`config.mk`:
```
export PLATFORM = sky130hd
export DESIGN_NAME = ogbu_bayes
export DESIGN_NICKNAME = d
export VERILOG_FILES = /design/src/design/ogbu_pkg.sv /design/src/design/ogbu_bayes.sv
export SDC_FILE = /design/constraint.sdc
export NUM_CORES = 1
export LEC_CHECK = 0
export BUFFER_PORTS_ARGS = -buffer_cell sky130_fd_sc_hd__buf_2
export CAP_MARGIN = 30
export CORE_AREA = 2 2 235 237
export CTS_CLUSTER_SIZE = 40
export DETAILED_ROUTE_END_ITERATION = 16
export DIE_AREA = 0 0 237 239
export GPL_ROUTABILITY_DRIVEN = 1
export PLACE_DENSITY = 0.63
export SLEW_MARGIN = 5
export SYNTH_ARGS = -nofsm -noshare
export SYNTH_HDL_FRONTEND = slang
export SYNTH_SLANG_ARGS = --single-unit
```
`constraint.sdc`:
```
create_clock -name clk_i -period 11.15 [get_ports clk_i]
set_clock_uncertainty 0.2 [all_clocks]
set_input_delay 1.6725 -clock clk_i [delete_from_list [all_inputs] [get_ports clk_i]]
set_output_delay 1.6725 -clock clk_i [all_outputs]
set_load 0.01 [all_outputs]
```
`src/design/ogbu_pkg.sv`:
```
// ----------------------------------------------------------------------------
// ogbu_pkg
// Shared widths, codes and defaults of the occupancy grid update block.
// ----------------------------------------------------------------------------
package ogbu_pkg;

  // Field widths
  localparam int PROB_W     = 16;  // Q0.16 probability
  localparam int INDEX_W    = 14;  // global cell index on the ports
  localparam int POS_W      = 8;   // pose coordinate
  localparam int CMD_W      = 2;
  localparam int SENSE_W    = 2;
  localparam int STATUS_W   = 3;
  localparam int CFG_IDX_W  = 2;
  localparam int CFG_DATA_W = 16;

  // Signed coordinate width: pose up to 255 plus a local offset up to 63,
  // minus half a local window, compared against a grid side up to 1024.
  localparam int COORD_W = 12;

  typedef logic [PROB_W-1:0] prob_t;

  // Parameter defaults
  localparam int GRID_WIDTH_DEF   = 128;
  localparam int GRID_HEIGHT_DEF  = 128;
  localparam int LOCAL_WIDTH_DEF  = 16;
  localparam int LOCAL_HEIGHT_DEF = 16;

  // Register reset values
  localparam prob_t PROB_OCC_RST = 16'd45875;
  localparam prob_t PROB_EMP_RST = 16'd19661;

  // Register indexes
  localparam logic [CFG_IDX_W-1:0] CFG_PROB_OCC = 2'd0;
  localparam logic [CFG_IDX_W-1:0] CFG_PROB_EMP = 2'd1;

  // Commands
  localparam logic [CMD_W-1:0] CMD_WRITE = 2'd0;
  localparam logic [CMD_W-1:0] CMD_READ  = 2'd1;
  localparam logic [CMD_W-1:0] CMD_POSE  = 2'd2;
  localparam logic [CMD_W-1:0] CMD_LOCAL = 2'd3;

  // Sensor readings (codes two and three both mean unknown)
  localparam logic [SENSE_W-1:0] SENSE_EMPTY = 2'd0;
  localparam logic [SENSE_W-1:0] SENSE_OCC   = 2'd1;

  // Result status
  localparam logic [STATUS_W-1:0] ST_DONE      = 3'd0;
  localparam logic [STATUS_W-1:0] ST_POSE_REJ  = 3'd1;
  localparam logic [STATUS_W-1:0] ST_OUTSIDE   = 3'd2;
  localparam logic [STATUS_W-1:0] ST_UNKNOWN   = 3'd3;
  localparam logic [STATUS_W-1:0] ST_NO_POSE   = 3'd4;

endpackage

```
`src/design/ogbu_bayes.sv`:
```
// ----------------------------------------------------------------------------
// ogbu_bayes
// Sequenced Bayes update p' = Pa*p / (Pa*p + Pb*(1-p)), rounded, saturated.
// One shared multiplier used twice, then a restoring divider, one bit a cycle.
// ----------------------------------------------------------------------------
module ogbu_bayes (
  input  logic          clk_i,
  input  logic          rst_ni,
  input  logic          start_i,
  input  ogbu_pkg::prob_t p_i,
  input  ogbu_pkg::prob_t pa_i,
  input  ogbu_pkg::prob_t pb_i,
  output logic          done_o,
  output ogbu_pkg::prob_t np_o
);

  localparam int PW    = ogbu_pkg::PROB_W;
  localparam int MUL_W = PW + 1;          // operand width, holds 1.0 - p
  localparam int NUM_W = 2 * PW;          // Pa*p and Pb*(1-p) both fit
  localparam int DEN_W = 2 * PW + 1;
  localparam int DIV_W = NUM_W + PW + 1;  // num*2^16 + den/2
  localparam int Q_W   = PW + 1;          // quotient never exceeds 2^16
  localparam int CNT_W = $clog2(Q_W);

  localparam logic [2:0] B_IDLE = 3'd0;
  localparam logic [2:0] B_MULA = 3'd1;
  localparam logic [2:0] B_MULB = 3'd2;
  localparam logic [2:0] B_SUM  = 3'd3;
  localparam logic [2:0] B_PREP = 3'd4;
  localparam logic [2:0] B_DIV  = 3'd5;
  localparam logic [2:0] B_DONE = 3'd6;

  logic [2:0]       state_q, state_d;
  logic [CNT_W-1:0] step_q, step_d;
  ogbu_pkg::prob_t  p_q, pa_q, pb_q;
  logic [NUM_W-1:0] num_q, num_d, nb_q, nb_d;
  logic [DEN_W-1:0] den_q, den_d;
  logic [DEN_W-1:0] rem_q, rem_d;
  logic [Q_W-1:0]   sh_q, sh_d;

  logic [MUL_W-1:0]   mul_a, mul_b;
  logic [2*MUL_W-1:0] mul_p;
  logic [DIV_W-1:0]   dvd;
  logic [DEN_W:0]     trial;
  logic               fits;

  // Shared multiplier
  always_comb begin
    if (state_q == B_MULA) begin
      mul_a = MUL_W'(pa_q);
      mul_b = MUL_W'(p_q);
    end else begin
      mul_a = MUL_W'(pb_q);
      mul_b = MUL_W'(1 << PW) - MUL_W'(p_q);
    end
    mul_p = mul_a * mul_b;
  end

  assign dvd   = {num_q, PW'(0)} + DIV_W'(den_q >> 1);
  assign trial = {rem_q, sh_q[Q_W-1]};
  assign fits  = trial >= {1'b0, den_q};

  always_comb begin
    state_d = state_q;
    step_d  = step_q;
    num_d   = num_q;
    nb_d    = nb_q;
    den_d   = den_q;
    rem_d   = rem_q;
    sh_d    = sh_q;
    case (state_q)
      B_IDLE: begin
        if (start_i) begin
          state_d = B_MULA;
        end
      end
      B_MULA: begin
        num_d   = NUM_W'(mul_p);
        state_d = B_MULB;
      end
      B_MULB: begin
        nb_d    = NUM_W'(mul_p);
        state_d = B_SUM;
      end
      B_SUM: begin
        den_d   = DEN_W'(num_q) + DEN_W'(nb_q);
        state_d = B_PREP;
      end
      B_PREP: begin
        // quotient < 2^17, so the top of the dividend is already below den
        rem_d   = DEN_W'(dvd[DIV_W-1:Q_W]);
        sh_d    = dvd[Q_W-1:0];
        step_d  = CNT_W'(Q_W - 1);
        state_d = B_DIV;
      end
      B_DIV: begin
        rem_d = fits ? DEN_W'(trial - {1'b0, den_q}) : DEN_W'(trial);
        sh_d  = {sh_q[Q_W-2:0], fits};
        if (step_q == '0) begin
          state_d = B_DONE;
        end else begin
          step_d = step_q - 1'b1;
        end
      end
      B_DONE: begin
        state_d = B_IDLE;
      end
      default: begin
        state_d = B_IDLE;
      end
    endcase
  end

  always_ff @(posedge clk_i or negedge rst_ni) begin
    if (!rst_ni) begin
      state_q <= B_IDLE;
      step_q  <= '0;
    end else begin
      state_q <= state_d;
      step_q  <= step_d;
    end
  end

  always_ff @(posedge clk_i) begin
    if (state_q == B_IDLE && start_i) begin
      p_q  <= p_i;
      pa_q <= pa_i;
      pb_q <= pb_i;
    end
    num_q <= num_d;
    nb_q  <= nb_d;
    den_q <= den_d;
    rem_q <= rem_d;
    sh_q  <= sh_d;
  end

  // Zero denominator keeps the prior; quotient of 2^16 saturates.
  assign done_o = state_q == B_DONE;
  assign np_o   = (den_q == '0)     ? p_q :
                  sh_q[Q_W-1]       ? '1  : sh_q[PW-1:0];

  assert property (@(posedge clk_i) disable iff (!rst_ni)
    start_i |-> state_q == B_IDLE)
    else $error("bayes unit started while busy");

  assert property (@(posedge clk_i) disable iff (!rst_ni)
    start_i |=> state_q == B_MULA)
    else $error("bayes start not taken");

  assert property (@(posedge clk_i) disable iff (!rst_ni)
    (state_q == B_DIV && step_q == '0) |=> done_o)
    else $error("divider did not finish after last step");

endmodule
```
# [Word-level counts from Yosys, hierarchy flattened]
# Cells that the tools add are included.
[totals] ff_bits=203 latch_bits=0 ramBits=0 mem_bits_ro=0 inputBits=51 output_inout_bits=17 mem_count=0
[op_classes] n_addsub=5 mul=1 div_mod_pow=0 magnitude_cmp=1 n_eq_ne=9 shifts=0 n_mux=12 bitwise=0 reduce_logical=7
[ops] cell="$pmux W33 S2" count=1
[ops] cell="$add A48 B32 Y49" count=1
[ops] cell="$mux W16" count=3
[ops] cell="$ge A34 B33 Y1" count=1
[ops] cell="$pmux W17 S2" count=1
[ops] cell="$add A32 B32 Y33" count=1
[ops] cell="$logic_not A33 Y1" count=1
[ops] cell="$mux W33" count=1
[ops] cell="$sub A33 B33 Y33" count=1
[ops] cell="$mul A17 B17 Y32" count=1
[ops] cell="$pmux W3 S6" count=1
[ops] cell="$mux W17" count=1
[ops] cell="$sub A17 B16 Y17 const A" count=1
[ops] cell="$pmux W5 S2" count=1
[ops] cell="$eq A3 B3 Y1 const B" count=3
[ops] cell="$eq A3 B2 Y1 const B" count=2
[ops] cell="$mux W3" count=2
[ops] cell="$ne A2 B2 Y1 const B" count=3
[ops] cell="$logic_not A5 Y1" count=1
[ops] cell="$mux W5" count=1
[ops] cell="$sub A5 B1 Y5 const B" count=1
[ops] cell="$reduce_and A2 Y1" count=2
[ops] cell="$eq A3 B1 Y1 const B" count=1
[ops] cell="$logic_not A3 Y1" count=1
[ops] cell="other kinds (2)" count=2

# [Longest topological paths before layout]
[logic_depth] word_depth=3 ltp_mapped=32 mapped_depth_nobuf=29

# [Least setup slack after synthesis]
# OpenSTA, ideal clock, no wires.
[synth_path] path_kind="register -> register" from="register state_q[0]" to="register nb_q[21], data pin" setup_ps=263 arrival_ps=7783 path_slack_ps=2904 stages_incl_launch_ff=28 synth_period_minus_slack_ps=8246 path_cell_list="dfrtp_1 -> clkbuf_1 -> nor2b_1 -> nand2b_1 -> clkinv_1 -> buf_1 -> clkbuf_1 -> nand2_1 -> nand2_1 -> nand2_1 -> fa_1 -> fa_1 -> inv_1 -> fa_1 -> fa_1 -> fa_1 -> inv_1 -> fa_1 -> inv_1 -> ha_1 -> a21o_1 -> a21oi_1 -> o21ai_0 -> a41o_1 -> o31ai_1 -> o2111ai_1 -> a21oi_1 -> xnor2_1"
[synth_between] elab_chain_cells=3
[synth_rtl] item="start: declaration" line_no="ogbu_bayes.sv:33" source="logic [2:0] state_q, state_d;"
[synth_rtl] item="start signal: assignment" line_no="ogbu_bayes.sv:119" source="state_q <= state_d;"
[synth_rtl] item="$eq A3 B1 Y1 (*)" line_no="ogbu_bayes.sv:49" source="if (state_q == B_MULA) begin"
[synth_rtl] item="$mux W16 or $mux W17 (tied branches)" line_no="ogbu_bayes.sv:49"
[synth_rtl] item="$mul A17 B17 Y32 (*)" line_no="ogbu_bayes.sv:56" source="mul_p = mul_a * mul_b;"
[synth_rtl] item="via mul_p[21]" line_no="ogbu_bayes.sv:42" source="logic [2*MUL_W-1:0] mul_p;"
[synth_rtl] item="end signal: assignment" line_no="ogbu_bayes.sv:131" source="nb_q <= nb_d;"
[synth_rtl] item="end: declaration" line_no="ogbu_bayes.sv:36" source="logic [NUM_W-1:0] num_q, num_d, nb_q, nb_d;"
# Mark *: on every way through the listed nets, which the timed path passes. The rest lies on a longest branch.
# A chain may end at the register's enable or synchronous reset.

# [Worst setup path in the final report]
[layout_path] from="register p_q[0]" to="register nb_q[28], data pin"
[layout_between] elab_chain_cells=3
[layout_rtl] item="start: declaration" line_no="ogbu_bayes.sv:35" source="ogbu_pkg::prob_t p_q, pa_q, pb_q;"
[layout_rtl] item="start signal: assignment" line_no="ogbu_bayes.sv:126" source="p_q <= p_i;"
[layout_rtl] item="$sub A17 B16 Y17" line_no="ogbu_bayes.sv:54" source="mul_b = MUL_W'(1 << PW) - MUL_W'(p_q);"
[layout_rtl] item="$mux W17 (*)" line_no="ogbu_bayes.sv:49"
[layout_rtl] item="$mul A17 B17 Y32 (*)" line_no="ogbu_bayes.sv:56"
[layout_rtl] item="via mul_p[28]" line_no="ogbu_bayes.sv:42"
# Marked as above.

==> parameters.txt <==
Parameter                              Value

Critical path
  Signal arrival time at the worst endpoint ... about 9 ns
  Type of element capturing the critical path ... flip-flop
  Crit path launch type ... flip-flop
  Peak fanout along the critical path ... 12
  Kind of critical path ... reg -> reg
  Worst flop-to-flop path startpoint ... p_q[0]
  Critical path startpoint ... p_q[0]
  Required time worst endpoint ... approximately 11 ns

Logic synthesis
  Adder-Cell Fraction of Synth Area ... between 30% and 40%
  Synth Flop Type ... sky130_fd_sc_hd__edfxtp_1
  Synth unique cells ... 83
  Simple-gate share of the synthesized area ... between 10% and 20%
  Proportion of synthesized flip-flops having asynchronous set or reset ... ~3.9%
  Compound-gate portion of the synthesized area ... 11.5%
  Average cell area after synthesis ... between 9 and 10 sq um
  Cell Area, Synth ... approximately 21,000 sq um
  Number of flops mapped to enable cells by yosys ... just under 200
  Number of synthesis warnings ... 0
  Flop and latch count out of synthesis ... 203
  Synth Area in XOR/XNOR ... under 10%
  Multiplexer share of the synthesized area ... under 10%
  Number of instances in the synthesized netlist ... approximately 2.3k
  Sequential-to-total area share from yosys stat ... between 20 and 30%
  Post-Syn Nets ... between 2k and 3k
  Largest family of logic cells by synthesized area ... adder cells

Timing
  Hold_ws ... about 0.31 ns
  Final Hold Violating Endpoints ... 0
  Fin crit share ... between 80% and 90%
  Setup repair after global routing missed its margin ... no
  Final setup violating endpoints ... 0
  Time the worst path needs with I/O delays and setup ... around 9 ns
  Setup TNS ... 0 ns
  Relative slew margins ... between 20% and 30%
  Count of final max-slew check failures ... 0
  Worst-Margin Slew ... between 1 and 1.5 ns
  Maximum clock rate ... about 110 MHz

Placement
  Final RePlAce weighted congestion ... approximately 0.95
  Detailed placement HPWL ... approximately 47 mm
  IO Port Bufs ... 67
  Cell Area, Placed ... ~23,000 sq um
  Placed Instances ... around 3.0k

Layout
  Non-Filler Cell Area, Final ... roughly 23,000 sq um
  Share of final-layout standard cells stronger than drive strength 1 ... approximately 7.1%
  Number of antenna repair diodes ... 0
  Number of nets in the final layout ... 2,766
  Final Non-Filler Cells ... slightly above 3k
  Post-synthesis to final-layout area growth ... 9.23%

Clock network
  Post-CTS sizing ... 0
  CTS Root Cell ... sky130_fd_sc_hd__clkbuf_16
  CTS tree ... built
  Clock latency on the worst-skew pair ... around 0.54 ns
  Clk pin slew, worst setup/hold paths ... around 0.06 ns
  CTS Buffer Depth ... 3
  Post-CTS setup repair buffer count ... 0
  Number of levels in the clock H-tree ... 1
  TritonCTS Buffers ... 24
  Hold-fix buffer count after cts ... 0
  Clock sink total ... between 200 and 250

Routing
  Routed via count divided by cell count ... ~5.4
  Routed metal-1 wire length ... about 25 mm
  Wire length on met2 ... 25.7 mm
  Initial DRC Count ... ~1.4k
  Via count ... around 16k
  Top layer used by detailed routing ... met4
  DR pass1 iterations ... 8
  # DRC ... 0
  Routed WL per cell ... between 15 and 20 microns
  Amount of wire on met3 after detailed routing ... about 3.6 mm
  Final ANT Viol Nets ... 0
  Overall routed net length ... approximately 57 mm

Die
  Initial Utilization ... 39.3%
  Width of the die ... 237 microns
  Height of the chip ... between 200 and 250 microns
  Die area ... between 50,000 and 60,000 sq um
  Core area ... 54,300 sq um
  Standard-cell rows ... 86
  Number of top-level pins ... 68

Run
  Max capacitance violation total ... 0

Hold path
  Path class of the lowest-slack min-delay path ... reg -> reg
  Startpoint of the most critical hold path ... step_q[0]

Global routing
  Final global-route overflow total ... 0
  Via count of the first global-routing pass ... 16.8k
  Global-route wire length before repair ... 91.6 mm
  Pin count of the biggest net entering global routing ... between 60 and 70
  Antenna violations before repair ... 0
  GR Util All Layers ... approximately a fifth

Run status
  Status ... finished clean
==> flip-flops by register name, summed over array words and instances, names as in the netlist <==
| signal | flops |
|---|---|
| pb_q | 16 |
| rem_q | 33 |
| den_q | 33 |
| nb_q | 32 |
| p_q | 16 |
| step_q | 5 |
| sh_q | 17 |
| num_q | 32 |
| pa_q | 16 |
| state_q | 3 |
==> cells in the mapped netlist (15+ instances only) <==
library cell / instances / area (sq um)
sky130_fd_sc_hd__nor4_1: 17 / 106
sky130_fd_sc_hd__inv_1: 323 / 1210
sky130_fd_sc_hd__nand2_1: 310 / 1160
sky130_fd_sc_hd__clkbuf_1: 59 / 221
sky130_fd_sc_hd__nor3_1: 33 / 165
sky130_fd_sc_hd__o21bai_1: 16 / 120
sky130_fd_sc_hd__o211ai_1: 25 / 188
sky130_fd_sc_hd__nor2_1: 205 / 769
sky130_fd_sc_hd__fa_1: 210 / 4200
sky130_fd_sc_hd__xor2_1: 48 / 420
sky130_fd_sc_hd__xnor2_1: 81 / 709
sky130_fd_sc_hd__mux2i_1: 45 / 450
sky130_fd_sc_hd__a211oi_1: 15 / 113
sky130_fd_sc_hd__o21a_1: 18 / 135
sky130_fd_sc_hd__and3_1: 21 / 131
sky130_fd_sc_hd__and2_1: 17 / 106
sky130_fd_sc_hd__nand3_1: 32 / 160
sky130_fd_sc_hd__nand4_1: 15 / 93.8
sky130_fd_sc_hd__edfxtp_1: 195 / 5860
sky130_fd_sc_hd__o21ai_0: 95 / 475
sky130_fd_sc_hd__a21o_1: 24 / 180
sky130_fd_sc_hd__a21oi_1: 101 / 505
sky130_fd_sc_hd__ha_1: 185 / 2310
==> kinds of logic (layout without fill, tap and decap cells) <==
family,Yosys count,after routing
AND/OR/NAND/NOR,718,718
adder cells (fa/ha/maj),395,395
AO/OA/AOI/OAI,381,381
multiplexers,47,47
XOR/XNOR,129,129
buffers and inverters,392,463
flip-flops,203,203
==> per-layer routing <==
| metal | GRT usage, % | up-vias |
|---|---|---|
| li1 | - | 7749 |
| met1 | 27.7 | 7945 |
| met2 | 33.5 | 553 |
| met3 | 2.73 | 137 |
| met4 | 9.72 | 0 |
| met5 | 0 | - |
==> final cells by class <==
cell class	count	area, sq um
inverter	324	1220
sequential	203	6060
multi-input combinational	1670	13800
timing repair buffer	97	561
clock inverter	16	179
tap	704	881
fill	5269	31000
clock buffer	26	608
==> final timing paths <==
path | cells after the start | endpoint | slack (ns)
hold reg to reg | 1 | step_q[0] | 0.31
hold / removal | 1 | step_q[0] | 0.31
setup / recovery | 26 | nb_q[28] | 2.13
min in group asynchronous | 1 | step_q[0] | 0.76
max in group asynchronous | 1 | state_q[2] | 9.82
setup reg to reg | 26 | nb_q[28] | 2.13
==> cell usage in the layout (no fill, tap or decap), drive strengths merged, types with 48 or more instances in the layout <==
| cell type | netlist | layout |
|---|---|---|
| xor2 | 48 | 48 |
| fa | 210 | 210 |
| nand2 | 311 | 311 |
| buf | 9 | 97 |
| xnor2 | 81 | 81 |
| inv | 323 | 325 |
| a21oi | 101 | 101 |
| o21ai | 100 | 100 |
| nor2 | 205 | 205 |
| ha | 185 | 185 |
| edfxtp | 195 | 195 |
==> per-stage QoR <==
| stage | util (%) | worst slack (ns) |
|---|---|---|
| global placement | 41.4 | 2.41 |
| CTS | 42.9 | 2.15 |
| global route | 43.0 | 1.63 |
| floorplan | - | 2.90 |
| detailed placement | 41.5 | 2.17 |
| finish | 43.0 | 2.13 |
==> worst max-delay path, cell delays in order (launching register included) <==
cell and delay (ns):
sky130_fd_sc_hd__edfxtp_1 0.53, sky130_fd_sc_hd__inv_1 0.40, sky130_fd_sc_hd__ha_1 0.31, sky130_fd_sc_hd__nand2_1 0.08
sky130_fd_sc_hd__or3_1 0.34, sky130_fd_sc_hd__nor4_2 0.42, sky130_fd_sc_hd__nor2_1 0.15, sky130_fd_sc_hd__xor2_1 0.88
sky130_fd_sc_hd__nand2_1 0.19, sky130_fd_sc_hd__fa_1 0.61, sky130_fd_sc_hd__fa_1 0.43, sky130_fd_sc_hd__fa_1 0.52
sky130_fd_sc_hd__inv_1 0.05, sky130_fd_sc_hd__fa_1 0.46, sky130_fd_sc_hd__fa_1 0.54, sky130_fd_sc_hd__inv_1 0.05
sky130_fd_sc_hd__fa_1 0.53, sky130_fd_sc_hd__inv_1 0.04, sky130_fd_sc_hd__ha_1 0.35, sky130_fd_sc_hd__a21oi_1 0.16
sky130_fd_sc_hd__o21ai_0 0.14, sky130_fd_sc_hd__a211oi_1 0.37, sky130_fd_sc_hd__a2bb2oi_1 0.26, sky130_fd_sc_hd__nand4b_1 0.16
sky130_fd_sc_hd__a31oi_1 0.29, sky130_fd_sc_hd__o21bai_1 0.11, sky130_fd_sc_hd__xor2_1 0.16
Power is left out: the tool's default activity adds up to more than one toggle a clock period on the data nets, which glitch-free logic cannot reach.
